--- src/design/rdc_pkg.sv ---
// ---------------------------------------------------------------------------
// rdc_pkg: shared definitions for the range distinct-count window block
// Sizes, the command word that travels from the front end to the back end,
// opcodes and the back-end sequencer states.
// ---------------------------------------------------------------------------
package rdc_pkg;

    // Array and value-space sizes.
    localparam int ARRAY_DEPTH = 1024;
    localparam int VALUE_RANGE = 1024;

    // Fixed widths of the channel fields.
    localparam int FIELD_W = 10;
    localparam int DIST_W  = 11;

    // Derived internal widths.
    localparam int AIDX_W = $clog2(ARRAY_DEPTH);
    localparam int VAL_W  = $clog2(VALUE_RANGE);
    localparam int WIN_W  = $clog2(ARRAY_DEPTH + 1);
    localparam int CNT_W  = WIN_W;
    localparam int CMP_W  = (FIELD_W > WIN_W) ? FIELD_W : WIN_W;
    localparam int VCMP_W = (FIELD_W > VAL_W + 1) ? FIELD_W : VAL_W + 1;

    // Command queue between front and back end.
    localparam int QUEUE_DEPTH = 4;
    localparam int QPTR_W      = $clog2(QUEUE_DEPTH);

    typedef enum logic
    {
        OP_LOAD  = 1'b0,
        OP_QUERY = 1'b1
    } op_t;

    // Classified command as held in the queue.
    typedef struct packed
    {
        logic              is_query;
        logic              empty;
        logic [AIDX_W-1:0] pos;
        logic [VAL_W-1:0]  val;
        logic [WIN_W-1:0]  t_low;
        logic [WIN_W-1:0]  t_high;
    } cmd_t;

    typedef enum logic [2:0]
    {
        S_CLEAR,
        S_IDLE,
        S_PICK,
        S_ELEM,
        S_OCCWR,
        S_LUPRD
    } back_state_t;

endpackage

--- src/design/rdc_item_if.sv ---
// ---------------------------------------------------------------------------
// rdc_item_if: input item channel
// Valid/ready channel carrying one load or query item per transfer.
// ---------------------------------------------------------------------------
interface rdc_item_if;

    logic                        valid;
    logic                        ready;
    logic                        op;
    logic [rdc_pkg::FIELD_W-1:0] position;
    logic [rdc_pkg::FIELD_W-1:0] element_value;
    logic [rdc_pkg::FIELD_W-1:0] range_left;
    logic [rdc_pkg::FIELD_W-1:0] range_right;

    modport source
    (
        output valid, op, position, element_value, range_left, range_right,
        input  ready
    );

    modport sink
    (
        input  valid, op, position, element_value, range_left, range_right,
        output ready
    );

endinterface

--- src/design/rdc_front.sv ---
// ---------------------------------------------------------------------------
// rdc_front: item intake and classification
// Accepts input items, saturates values and the right range end, marks empty ranges,
// drops loads beyond the array and pushes the resulting command.
// ---------------------------------------------------------------------------
module rdc_front
(
    input  logic          clearing,
    rdc_item_if.sink      item,
    output logic          push_valid,
    input  logic          push_ready,
    output rdc_pkg::cmd_t push_data
);

    logic [rdc_pkg::CMP_W-1:0]  hi_sat;
    logic [rdc_pkg::CMP_W-1:0]  lo_ext;
    logic [rdc_pkg::VCMP_W-1:0] val_ext;
    logic                       drop;

    // Intake is held off while the count table is being cleared.
    assign item.ready = !clearing && push_ready;

    // A load beyond the array is taken but produces no command.
    assign drop = (item.op == rdc_pkg::OP_LOAD) &&
                  (rdc_pkg::CMP_W'(item.position) >= rdc_pkg::CMP_W'(rdc_pkg::ARRAY_DEPTH));

    assign push_valid = item.valid && !clearing && !drop;

    // Saturate the range end and the loaded value.
    always_comb
    begin
        lo_ext  = rdc_pkg::CMP_W'(item.range_left);
        val_ext = rdc_pkg::VCMP_W'(item.element_value);
        if (rdc_pkg::CMP_W'(item.range_right) >= rdc_pkg::CMP_W'(rdc_pkg::ARRAY_DEPTH))
        begin
            hi_sat = rdc_pkg::CMP_W'(rdc_pkg::ARRAY_DEPTH - 1);
        end
        else
        begin
            hi_sat = rdc_pkg::CMP_W'(item.range_right);
        end
        if (val_ext >= rdc_pkg::VCMP_W'(rdc_pkg::VALUE_RANGE))
        begin
            val_ext = rdc_pkg::VCMP_W'(rdc_pkg::VALUE_RANGE - 1);
        end
    end

    // Build the command word.
    always_comb
    begin
        push_data.is_query = (item.op == rdc_pkg::OP_QUERY);
        push_data.empty    = lo_ext > hi_sat;
        push_data.pos      = rdc_pkg::AIDX_W'(item.position);
        push_data.val      = rdc_pkg::VAL_W'(val_ext);
        push_data.t_low    = rdc_pkg::WIN_W'(lo_ext);
        push_data.t_high   = rdc_pkg::WIN_W'(hi_sat) + rdc_pkg::WIN_W'(1);
    end

endmodule

--- src/flat_wrapper.sv ---
// flat-port wrapper written by rule: the top's interface ports become plain ports
module rdc_front_flat 
  (clearing, push_valid, push_ready, push_data, item_valid, item_op, item_position, item_element_value, item_range_left, item_range_right, item_ready);
  rdc_item_if item_i ();
  input  logic clearing;
  output logic push_valid;
  input  logic push_ready;
  output rdc_pkg::cmd_t push_data;
  input wire logic [$bits(item_i.valid)-1:0] item_valid;
  input wire logic [$bits(item_i.op)-1:0] item_op;
  input wire logic [$bits(item_i.position)-1:0] item_position;
  input wire logic [$bits(item_i.element_value)-1:0] item_element_value;
  input wire logic [$bits(item_i.range_left)-1:0] item_range_left;
  input wire logic [$bits(item_i.range_right)-1:0] item_range_right;
  output wire logic [$bits(item_i.ready)-1:0] item_ready;
  assign item_i.valid = item_valid;
  assign item_i.op = item_op;
  assign item_i.position = item_position;
  assign item_i.element_value = item_element_value;
  assign item_i.range_left = item_range_left;
  assign item_i.range_right = item_range_right;
  assign item_ready = item_i.ready;
  rdc_front u_core (.clearing(clearing), .item(item_i), .push_valid(push_valid), .push_ready(push_ready), .push_data(push_data));
endmodule
--- config.mk ---
export PLATFORM = sky130hd
export DESIGN_NAME = rdc_front_flat
export DESIGN_NICKNAME = d
export VERILOG_FILES = /design/src/design/rdc_pkg.sv /design/src/design/rdc_item_if.sv /design/src/design/rdc_front.sv /design/src/flat_wrapper.sv
export SDC_FILE = /design/constraint.sdc
export NUM_CORES = 1
export LEC_CHECK = 0
export ABC_AREA = 1
export BUFFER_PORTS_ARGS = -buffer_cell sky130_fd_sc_hd__buf_4
export CAP_MARGIN = 20
export CORE_MARGIN = 4
export CORE_UTILIZATION = 34
export DETAILED_ROUTE_END_ITERATION = 7
export GPL_ROUTABILITY_DRIVEN = 0
export MAX_ROUTING_LAYER = met4
export PLACE_DENSITY = 0.9
export SLEW_MARGIN = 10
export SYNTH_ARGS = -nofsm -noshare
export SYNTH_HDL_FRONTEND = slang
export SYNTH_SLANG_ARGS = --single-unit
--- constraint.sdc ---
create_clock -name vclk -period 1.29
set_input_delay 0.129 -clock vclk [all_inputs]
set_output_delay 0.129 -clock vclk [all_outputs]
set_load 0.02 [all_outputs]
# Yosys cells after proc, flatten, opt, wreduce, memory -nomap -nowiden
# Cells that the tools add are included.
# word_totals
regBits	0
in_bits	44
out_inout_bits	46
# classes
addsub	1
n_lt_le_gt_ge	1
reduce_logical	3
# op_table
op	count
$add 10x1->11 const B	1
$gt 10x10->1	1
$logic_and 1x1->1	2
$logic_not 1->1	1

# Depth between registers and ports, before layout
# logic_depth
ltp_word	2
ltp_mapped	9
ltp_nobuf	9

# Worst setup path before layout
# No wires, ideal clock.
# synth_timing
path_kind	input-to-output
startpoint	input port item_range_right[9]
endpoint	output port push_data[42] (netlist bit)
t_arrival_ns	1.150
path_slack_ns	0.011
path_stages	8
path_cell_list	inv_1 ha_1 nand2_1 nor2_1 inv_1 a21oi_1 nor2_1 nor2_1
# synth_lines
item	line_no	source
start: declaration	flat_wrapper.sv:14	input wire logic [$bits(item_i.range_right)-1:0] item_range_right;
end: declaration	flat_wrapper.sv:8	output rdc_pkg::cmd_t push_data;

==> flow_summary.json <==
{
  "cp.required_ns": 1.16,
  "die_area_mm2": 0.00296,
  "totalWireLength_um": 1830,
  "status": "complete, no violations",
  "cp_cell_sequence": "buf_4, ha_4, nand2_4, nor2_4, buf_6, nand2_1, nor2_1, nor2_1, buf_4",
  "drive_gt1_share_pct": 62.4,
  "detail-route-antenna-nets": 0,
  "seq_area_frac_synth_pct": 0,
  "critPathArrivalTime_ns": 1.12,
  "final.period_utilization_pct": 96.6,
  "ir_drop_v": 0.000167,
  "finalSetupViolCount": 0,
  "grt_pass1_vias": 704,
  "yosys-top-cells-area": "buf_4 (33%), ha_1 (19%), nand2_1 (12%)",
  "design.seq.count": 0,
  "hold_class": "in2out",
  "nClkBuffers": 0,
  "initial_utilization_pct": 36.5,
  "switching_share_pct": 49.2,
  "core_area_mm2": 0.00200,
  "yosysUniqueCellTypes": 14,
  "leakage_nw": 0.644,
  "dpl_worst_slack_ns": -0.122,
  "min_path_cells": 0,
  "cp_slowest_cell": "ha_4",
  "hpwl_um": 1560,
  "rows": 16,
  "stdcell_count": 176,
  "max_freq_ghz": 0.802,
  "antenna_found_initial": 0,
  "grt_max_degree": 5,
  "synth_area_per_cell_um2": 6.19,
  "path_class": "in2out",
  "cts_hold_buf": 0,
  "pwr-share-clk_pct": 0,
  "p_sw_w": 0.000221,
  "crit_path_end_kind": "primary output",
  "syn-instance-count": 118,
  "min-delay-start": "item_element_value[3]",
  "hold_viol_final": 0,
  "via_per_inst": 4.31,
  "rsz0062_at_grt": "true",
  "p_per_area_mw_per_mm2": 372,
  "slowest_delay_ns": 0.27,
  "netlist_top_cells_count": "buf_4 (32), nand2_1 (23), inv_1 (22)",
  "grt_usage_pct": 12.5,
  "slew_viol_final": 0,
  "intPower_w": 0.000228,
  "gr-total-overflow": 0,
  "fin_util_pct": 60.4,
  "routed-via-count": 759,
  "drt_pass1_iterations": 2,
  "syn_nets": 173,
  "dp.cells": 174,
  "fp.dieH_um": 54.4,
  "yosys.area.top_type": "buf_4",
  "setup.worst_path.start": "item_range_left[5]",
  "synth_area_um2": 731,
  "drt-initial-drc-count": 4,
  "cp-start-kind": "input pin",
  "drv_cap": 0,
  "synth_top_area_share_pct": 32.9,
  "setup_ws_ns": 0.0433,
  "wl_per_cell_um": 10.4,
  "seqCellArea_um2": 0,
  "p_seq_share_pct": 0,
  "drc": 0,
  "fp.dieW_um": 54.4,
  "synth_most_common_cell": "buf_4",
  "area_delta_synth_final_pct": 65.4,
  "period_needed_ns": 1.25,
  "combinationalPowerShare_pct": 100.0,
  "yosysWarnings": 0,
  "io_pins": 90,
  "fin_nets": 206,
  "cp_max_fo": 2,
  "port_buffers": 47,
  "n_antenna_cell": 0,
  "grt_pass1_wl_um": 2790
}
==> cells in the final DEF (no fill, tap or decap), drive strengths merged <==
cell	count
xor2	6
nand4	1
nand2	23
buf	63
inv	22
a21oi	3
nor3	4
nor2	9
ha	11
and2	1
nand3	5
conb	1
==> cell families (layout without fill, tap and decap cells) <==
group	count (synthesis)	in the layout	share of synthesized area, %
XOR/XNOR	6	6	7.19
other	1	1	0.513
adder cells (fa/ha/maj)	11	11	18.8
buffers and inverters	54	85	44.2
AND/OR/NAND/NOR	43	43	27.2
AO/OA/AOI/OAI	3	3	2.05
==> routing by layer <==
metal	wire, um	up-vias	part of all wire, %	global-route usage [%]
met1	689	327	38	14.3
met5	0	-	0	-
met4	9	0	0.49	0.830
met3	222	4	12	1.63
met2	904	38	50	23.9
li1	-	390	-	-
==> stage by stage <==
step                      cell area [um2]  hold slack, ns  setup TNS (ns)  total power (W)
after global routing                 1210           0.258         -0.0661         0.000491
final                                1210           0.258               0         0.000450
after floorplan                       731           0.335               0         0.000282
after global placement                982           0.258         -0.0787         0.000346
after CTS                            1110           0.258               0         0.000414
after detailed placement              982           0.258          -0.123         0.000354
==> what timing repair did <==
item / CTS / global route
pin swaps: 16 / 11
endpoints found under the setup margin: 2 / 3
resized for setup: 28 / 19
buffers inserted: 1 / 1
==> power groups by stage <==
stage,clock network [W],registers (W),logic [W]
5_1_grt,0,0,0.000491
3_3_place_gp,0,0,0.000346
6_report,0,0,0.000450
3_5_place_dp,0,0,0.000354
2_1_floorplan,0,0,0.000282
4_1_cts,0,0,0.000414
==> area by class of cell <==
type	instances	area, um2
fillers	175	793
inverters	22	90.1
multi-input cells	64	574
well taps	27	33.8
repair buffers	63	510
==> worst max-delay path: cells and delay by family <==
family	cells	cell delay [ns]
buffers and inverters	3	0.36
AND/OR/NAND/NOR	5	0.34
adder cells (fa/ha/maj)	1	0.27
==> path summary, 6_finish.rpt <==
path / to / slack [ns]
max: push_data[42] / 0.04
min: push_data[25] / 0.26
Note: power is estimated with default switching activity, not from simulation.
