[src/design/rdc_pkg.sv]
// ---------------------------------------------------------------------------
// rdc_pkg: shared definitions for the range distinct-count window block
// Sizes, the command word that travels from the front end to the back end,
// opcodes and the back-end sequencer states.
// ---------------------------------------------------------------------------
package rdc_pkg;

    // Array and value-space sizes.
    localparam int ARRAY_DEPTH = 1024;
    localparam int VALUE_RANGE = 1024;

    // Fixed widths of the channel fields.
    localparam int FIELD_W = 10;
    localparam int DIST_W  = 11;

    // Derived internal widths.
    localparam int AIDX_W = $clog2(ARRAY_DEPTH);
    localparam int VAL_W  = $clog2(VALUE_RANGE);
    localparam int WIN_W  = $clog2(ARRAY_DEPTH + 1);
    localparam int CNT_W  = WIN_W;
    localparam int CMP_W  = (FIELD_W > WIN_W) ? FIELD_W : WIN_W;
    localparam int VCMP_W = (FIELD_W > VAL_W + 1) ? FIELD_W : VAL_W + 1;

    // Command queue between front and back end.
    localparam int QUEUE_DEPTH = 4;
    localparam int QPTR_W      = $clog2(QUEUE_DEPTH);

    typedef enum logic
    {
        OP_LOAD  = 1'b0,
        OP_QUERY = 1'b1
    } op_t;

    // Classified command as held in the queue.
    typedef struct packed
    {
        logic              is_query;
        logic              empty;
        logic [AIDX_W-1:0] pos;
        logic [VAL_W-1:0]  val;
        logic [WIN_W-1:0]  t_low;
        logic [WIN_W-1:0]  t_high;
    } cmd_t;

    typedef enum logic [2:0]
    {
        S_CLEAR,
        S_IDLE,
        S_PICK,
        S_ELEM,
        S_OCCWR,
        S_LUPRD
    } back_state_t;

endpackage

[src/design/rdc_queue.sv]
// ---------------------------------------------------------------------------
// rdc_queue: command queue
// Small register FIFO that lets the front end run ahead of the back end.
// ---------------------------------------------------------------------------
module rdc_queue
(
    input  logic          clk,
    input  logic          rst_n,
    input  logic          push_valid,
    output logic          push_ready,
    input  rdc_pkg::cmd_t push_data,
    output logic          pop_valid,
    input  logic          pop_ready,
    output rdc_pkg::cmd_t pop_data
);

    rdc_pkg::cmd_t               mem_reg [rdc_pkg::QUEUE_DEPTH];
    logic [rdc_pkg::QPTR_W-1:0]  wr_ptr_reg;
    logic [rdc_pkg::QPTR_W-1:0]  rd_ptr_reg;
    logic [rdc_pkg::QPTR_W:0]    count_reg;
    logic [rdc_pkg::QPTR_W:0]    count_next;
    logic                        do_push;
    logic                        do_pop;

    assign push_ready = (count_reg != (rdc_pkg::QPTR_W + 1)'(rdc_pkg::QUEUE_DEPTH));
    assign pop_valid  = (count_reg != '0);
    assign pop_data   = mem_reg[rd_ptr_reg];
    assign do_push    = push_valid && push_ready;
    assign do_pop     = pop_valid && pop_ready;

    // Occupancy follows pushes and pops.
    always_comb
    begin
        count_next = count_reg;
        if (do_push && !do_pop)
        begin
            count_next = count_reg + 1'b1;
        end
        else if (do_pop && !do_push)
        begin
            count_next = count_reg - 1'b1;
        end
    end

    // Pointers and occupancy.
    always_ff @(posedge clk or negedge rst_n)
    begin
        if (!rst_n)
        begin
            wr_ptr_reg <= '0;
            rd_ptr_reg <= '0;
            count_reg  <= '0;
        end
        else
        begin
            count_reg <= count_next;
            if (do_push)
            begin
                wr_ptr_reg <= wr_ptr_reg + 1'b1;
            end
            if (do_pop)
            begin
                rd_ptr_reg <= rd_ptr_reg + 1'b1;
            end
        end
    end

    // Storage carries no reset.
    always_ff @(posedge clk)
    begin
        if (do_push)
        begin
            mem_reg[wr_ptr_reg] <= push_data;
        end
    end

endmodule

[config.mk]
export PLATFORM = sky130hd
export DESIGN_NAME = rdc_queue
export DESIGN_NICKNAME = d
export VERILOG_FILES = /design/src/design/rdc_pkg.sv /design/src/design/rdc_queue.sv
export SDC_FILE = /design/constraint.sdc
export NUM_CORES = 1
export LEC_CHECK = 0
export ABC_AREA = 1
export CAP_MARGIN = 5
export CORE_MARGIN = 4
export CORE_UTILIZATION = 60
export CTS_BUF_LIST = sky130_fd_sc_hd__clkbuf_8
export CTS_CLUSTER_SIZE = 24
export DETAILED_ROUTE_END_ITERATION = 8
export DONT_BUFFER_PORTS = 1
export HOLD_SLACK_MARGIN = 0.15
export PLACE_DENSITY_LB_ADDON = 0.12
export SLEW_MARGIN = 20
export SYNTH_ARGS = -nofsm -noshare
export SYNTH_HDL_FRONTEND = slang
export SYNTH_SLANG_ARGS = --single-unit
[constraint.sdc]
create_clock -name clk -period 4.4 [get_ports clk]
set_clock_uncertainty 0.15 [all_clocks]
set_input_delay 0.66 -clock clk [delete_from_list [all_inputs] [get_ports clk]]
set_output_delay 0.66 -clock clk [all_outputs]
set_load 0.02 [all_outputs]
Yosys cells after proc, flatten, opt, wreduce, memory -nomap -nowiden --
Memory sizes are Yosys's and may differ from the RTL's. Index checks and enable logic that the tools add are counted.
Storage, ports and cells: flip-flop bits (word level) 7, latch bits 0, memory bits (writable) 176, bits in read-only memories 0, input port bits 48, word-level logic and storage cells 21, memories kept 1
Memories:
- mem_reg | depth 4, width 44, rd ports 1, clocked after memory_dff 0, write ports 1, RTL line rdc_queue.sv:17 | rdc_pkg::cmd_t mem_reg [rdc_pkg::QUEUE_DEPTH];
Cells by class: add/subtract/negate cells 4, multipliers 0, div/mod/pow operators 0, magnitude comparators 0, equal/unequal tests 1, shifts and indexed selects 0, mux-type cells 4, bitwise logic cells 0, reduce and logical (&&, ||, !) cells 8
Operators by type and width (number):
- $mux 3 | 2
- $add 2x1->2 const B | 2
- $logic_and 1x1->1 | 4
- $add 3x1->3 const B | 1
- $ne 3x3->1 const B | 1
- $reduce_bool 3->1 | 1
- $sub 3x1->3 const B | 1
- $logic_not 1->1 | 2
- $mux 1 | 2
- $reduce_bool 2->1 | 1

Logic depth before layout (Yosys ltp) --
word-level depth 6, gate-level depth with buffers 12, depth with buffers taken out 12

Least setup slack after synthesis --
No wires, ideal clock.
kind flip-flop to flip-flop, from reg count_reg[0] in the netlist's numbering, to mem mem_reg[0][0] in the netlist's numbering (enable), library setup time 0.446 ns, arrival 2.772 ns, required time 3.804 ns, setup slack 1.033 ns, stages on the path, launching flop included 5, buffers on the path 0, cell sequence dfrtp_1 -> inv_2 -> nand3_1 -> nand2_1 -> nor2_1
On the way: longest elaborated chain between the ends 4
RTL lines:
- start, declared | RTL line rdc_queue.sv:20 | logic [rdc_pkg::QPTR_W:0] count_reg;
- start signal, assigned | RTL line rdc_queue.sv:56 | count_reg <= count_next;
- $ne 3x3->1 | RTL line rdc_queue.sv:25 | assign push_ready = (count_reg != (rdc_pkg::QPTR_W + 1)'(rdc_pkg::QUEUE_DEPTH));
- net push_ready | RTL line rdc_queue.sv:10 | output logic push_ready,
- $logic_and 1x1->1 | RTL line rdc_queue.sv:28 | assign do_push = push_valid && push_ready;
- $mux 1 | RTL line rdc_queue.sv:71 | if (do_push)
- $mux 1 (not written as such) | RTL line rdc_queue.sv:73 | mem_reg[wr_ptr_reg] <= push_data;
- end, declared | RTL line rdc_queue.sv:17
The timed path passes the listed nets, and every way through them passes these cells.

==> summary.md <==
| Metric | Value |
|---|---|
| Syn avg cell area | `13.2 um^2` |
| Routed WL per cell | `16.9 um` |
| Crit start category | `flop` |
| Commonest non-fill, non-tap cells in the layout | `edfxtp_1 (176), nand2_1 (150), inv_1 (100)` |
| Top cell type's share of synthesized area | `0.698` |
| Skew-Pair Late Insertion Delay | `0.44 ns` |
| Static leakage | `3.29 nW` |
| Total die area | `0.0145 mm^2` |
| Maxcap violations | `0` |
| Post-cts gate resize count | `0` |
| Power consumption | `0.00530 W` |
| Library cells used by synthesis | `20` |
| Dpl hpwl | `7750 um` |
| Core footprint | `0.0122 mm^2` |
| Max Fclk | `322 MHz` |
| Warnings from Yosys | `0` |
| Cell count after synthesis | `572` |
| Pin slew with the least headroom to its limit | `1.02 ns` |
| Sink Count | `183` |
| Worst vdd ir | `341 uV` |
| Critical-path cell list | `inv_6 -> buf_12 -> nand2_1 -> o211ai_1 -> nand2_1` |
| Starting Density | `0.623` |
| Crit path largest cell delay | `0.62 ns` |
| Global-route usage over all layers | `0.196` |
| Max FO, Critical Path | `115` |
| CTS max path bufs | `2` |
| IO Pins | `94` |
| Number of global-route vias before repair | `4155` |
| Post-Syn Nets | `626` |
| Root buffer cell | `clkbuf_8` |
| Max FFs per register | `176` |
| Cell area after synthesis | `0.00757 mm^2` |
| Setup Viol. Count Final | `0` |
| Initial antenna violation count | `1` |
| Die H | `120 um` |
| Delay-heaviest family, CP | `buffers and inverters` |
| Kind of critical path | `reg2out` |
| CP arrival | `2.29 ns` |
| Post-synthesis sequential area ratio | `0.721` |
| EDFF count, synth | `176` |
| PwrDens | `629 mW/mm^2` |
| Fin. Hold Viols | `0` |
| Final-stage net count | `668` |
| Most common cell after layout, fill and taps aside | `edfxtp_1` |
| Remaining global-route overflow | `0` |
| Final GP Congestion | `0.739` |
| Clock tree from TritonCTS | `done` |
| Largest net degree at the start of global routing | `116` |
| Pins Over Slew Limit | `0` |
| Synth-to-layout area growth | `11.4%` |
| Worst path required time | `3.59 ns` |
| Starting DRT DRC Count | `351` |
| Fillers | `849` |
| Routed wire length | `13400 um` |
| Tcrit/Tclk final | `0.706` |
| CP Buf/Inv Count | `2` |
| # rows | `40` |
| CP Capture Type | `output pin` |
| PortBufs | `0` |
| CTS H-tree lvls | `4` |
| RSZ-0062 raised after global routing | `false` |
| Via Count | `4200` |
| Layout cell share with drive strength beyond 1 | `0.101` |
| Most frequent CP cell | `nand2_1` |
| Register bit count reported by yosys | `183` |
| TritonCTS buffer count | `17` |
| Worst Hold Class | `in2reg` |
| Asr flop ratio synth | `0.0383` |
| First-pass GRT wire length | `21500 um` |
| Slowest-stage cell, CP | `inv_6` |
| Post-synth top flop | `edfxtp_1` |
| Leading area contributor after synthesis | `edfxtp_1` |
| Top cells by area, synth | `edfxtp_1 (70%), nand2_1 (7.4%), o211ai_1 (6.1%)` |
| Vias per std cell | `5.29` |
| Setup TNS | `0 ns` |
| Max-slew headroom | `0.317` |
| Chip Width | `120 um` |
| Status | `complete, no violations` |
| DR pass1 iterations | `4` |
| DRT antenna net count | `0` |
| Final critical-path required period | `3.10 ns` |
| Post-route DRC | `0` |
| CTS clk-pin slew, worst paths | `0.08 ns` |
## per-layer routing
metal | track usage | routed length (um) | share of wire
met4 | 0.0758 | 208 | 0.016
met3 | 0.0641 | 878 | 0.066
met2 | 0.330 | 6830 | 0.51
met1 | 0.235 | 5460 | 0.41
met5 | 0 | 0 | 0
## metrics by stage
stage / area (um^2) / worst slack [ns] / hold WS (ns) / instances / util
6_report: 8440 / 1.30 / 0.203 / 794 / 0.694
5_1_grt: 8440 / 1.08 / 0.172 / 794 / 0.694
4_1_cts: 8430 / 1.25 / 0.164 / 793 / 0.694
3_5_place_dp: 7660 / 1.67 / 0.215 / 718 / 0.630
3_3_place_gp: 7660 / 1.72 / 0.215 / 718 / 0.630
2_1_floorplan: 7570 / 1.03 / 0.214 / 572 / -
## path summary, 6_finish.rpt
path                                from            end  slack, ns  depth (start not counted)
max reg2reg                 count_reg[0]  mem_reg[2][6]       1.69                          5
max in group asynchronous          rst_n  rd_ptr_reg[1]       3.43                          1
min                           push_valid  wr_ptr_reg[0]       0.20                          2
max                        rd_ptr_reg[0]    pop_data[2]       1.30                          5
min in group asynchronous          rst_n   count_reg[2]       0.39                          1
min reg2reg                 count_reg[2]   count_reg[2]       0.38                          2
## kinds of logic after synthesis
group	share of synthesized area
adders and majority gates	0.0109
and+or+nand+nor	0.0818
DFF	0.721
AOI/OAI and AO/OA	0.105
buffers and inverters	0.0800
xor gates and xnor gates	0.00116
## report_power, final
part	internal [W]	switching [W]	total [W]	leakage [nW]
Combinational	0.000462	0.00149	0.00195	1.42
Sequential	0.00229	0.000101	0.00239	1.70
Clock	0.000427	0.000532	0.000958	0.171
## synthesized netlist by cell type (3+ instances only)
master    count
nor2_1        4
o211ai_2     26
dfrtp_1       7
nand3_1       7
inv_1        99
inv_2         3
buf_2         7
o211ai_1     62
clkbuf_1      4
nand2_1     150
buf_6        13
edfxtp_1    176
ha_1          5
## repair_timing
action                    CTS  global route
hold endpoints to repair  183             0
hold buffers               45             0
setup buffers               0             0
## cell type report
| type | count | area [um^2] | area share |
|---|---|---|---|
| sequential | 183 | 5460 | 0.647 |
| multi-input combinational | 258 | 1540 | 0.182 |
| timing repair buffer | 51 | 508 | 0.0602 |
| inverter | 103 | 392 | 0.0464 |
| clock buffer | 17 | 234 | 0.0277 |
| tap | 168 | 210 | 0.0249 |
| clock inverter | 13 | 92.6 | 0.0110 |
| antenna | 1 | 2.50 | 0.000297 |
(Power assumes the default switching activity.)
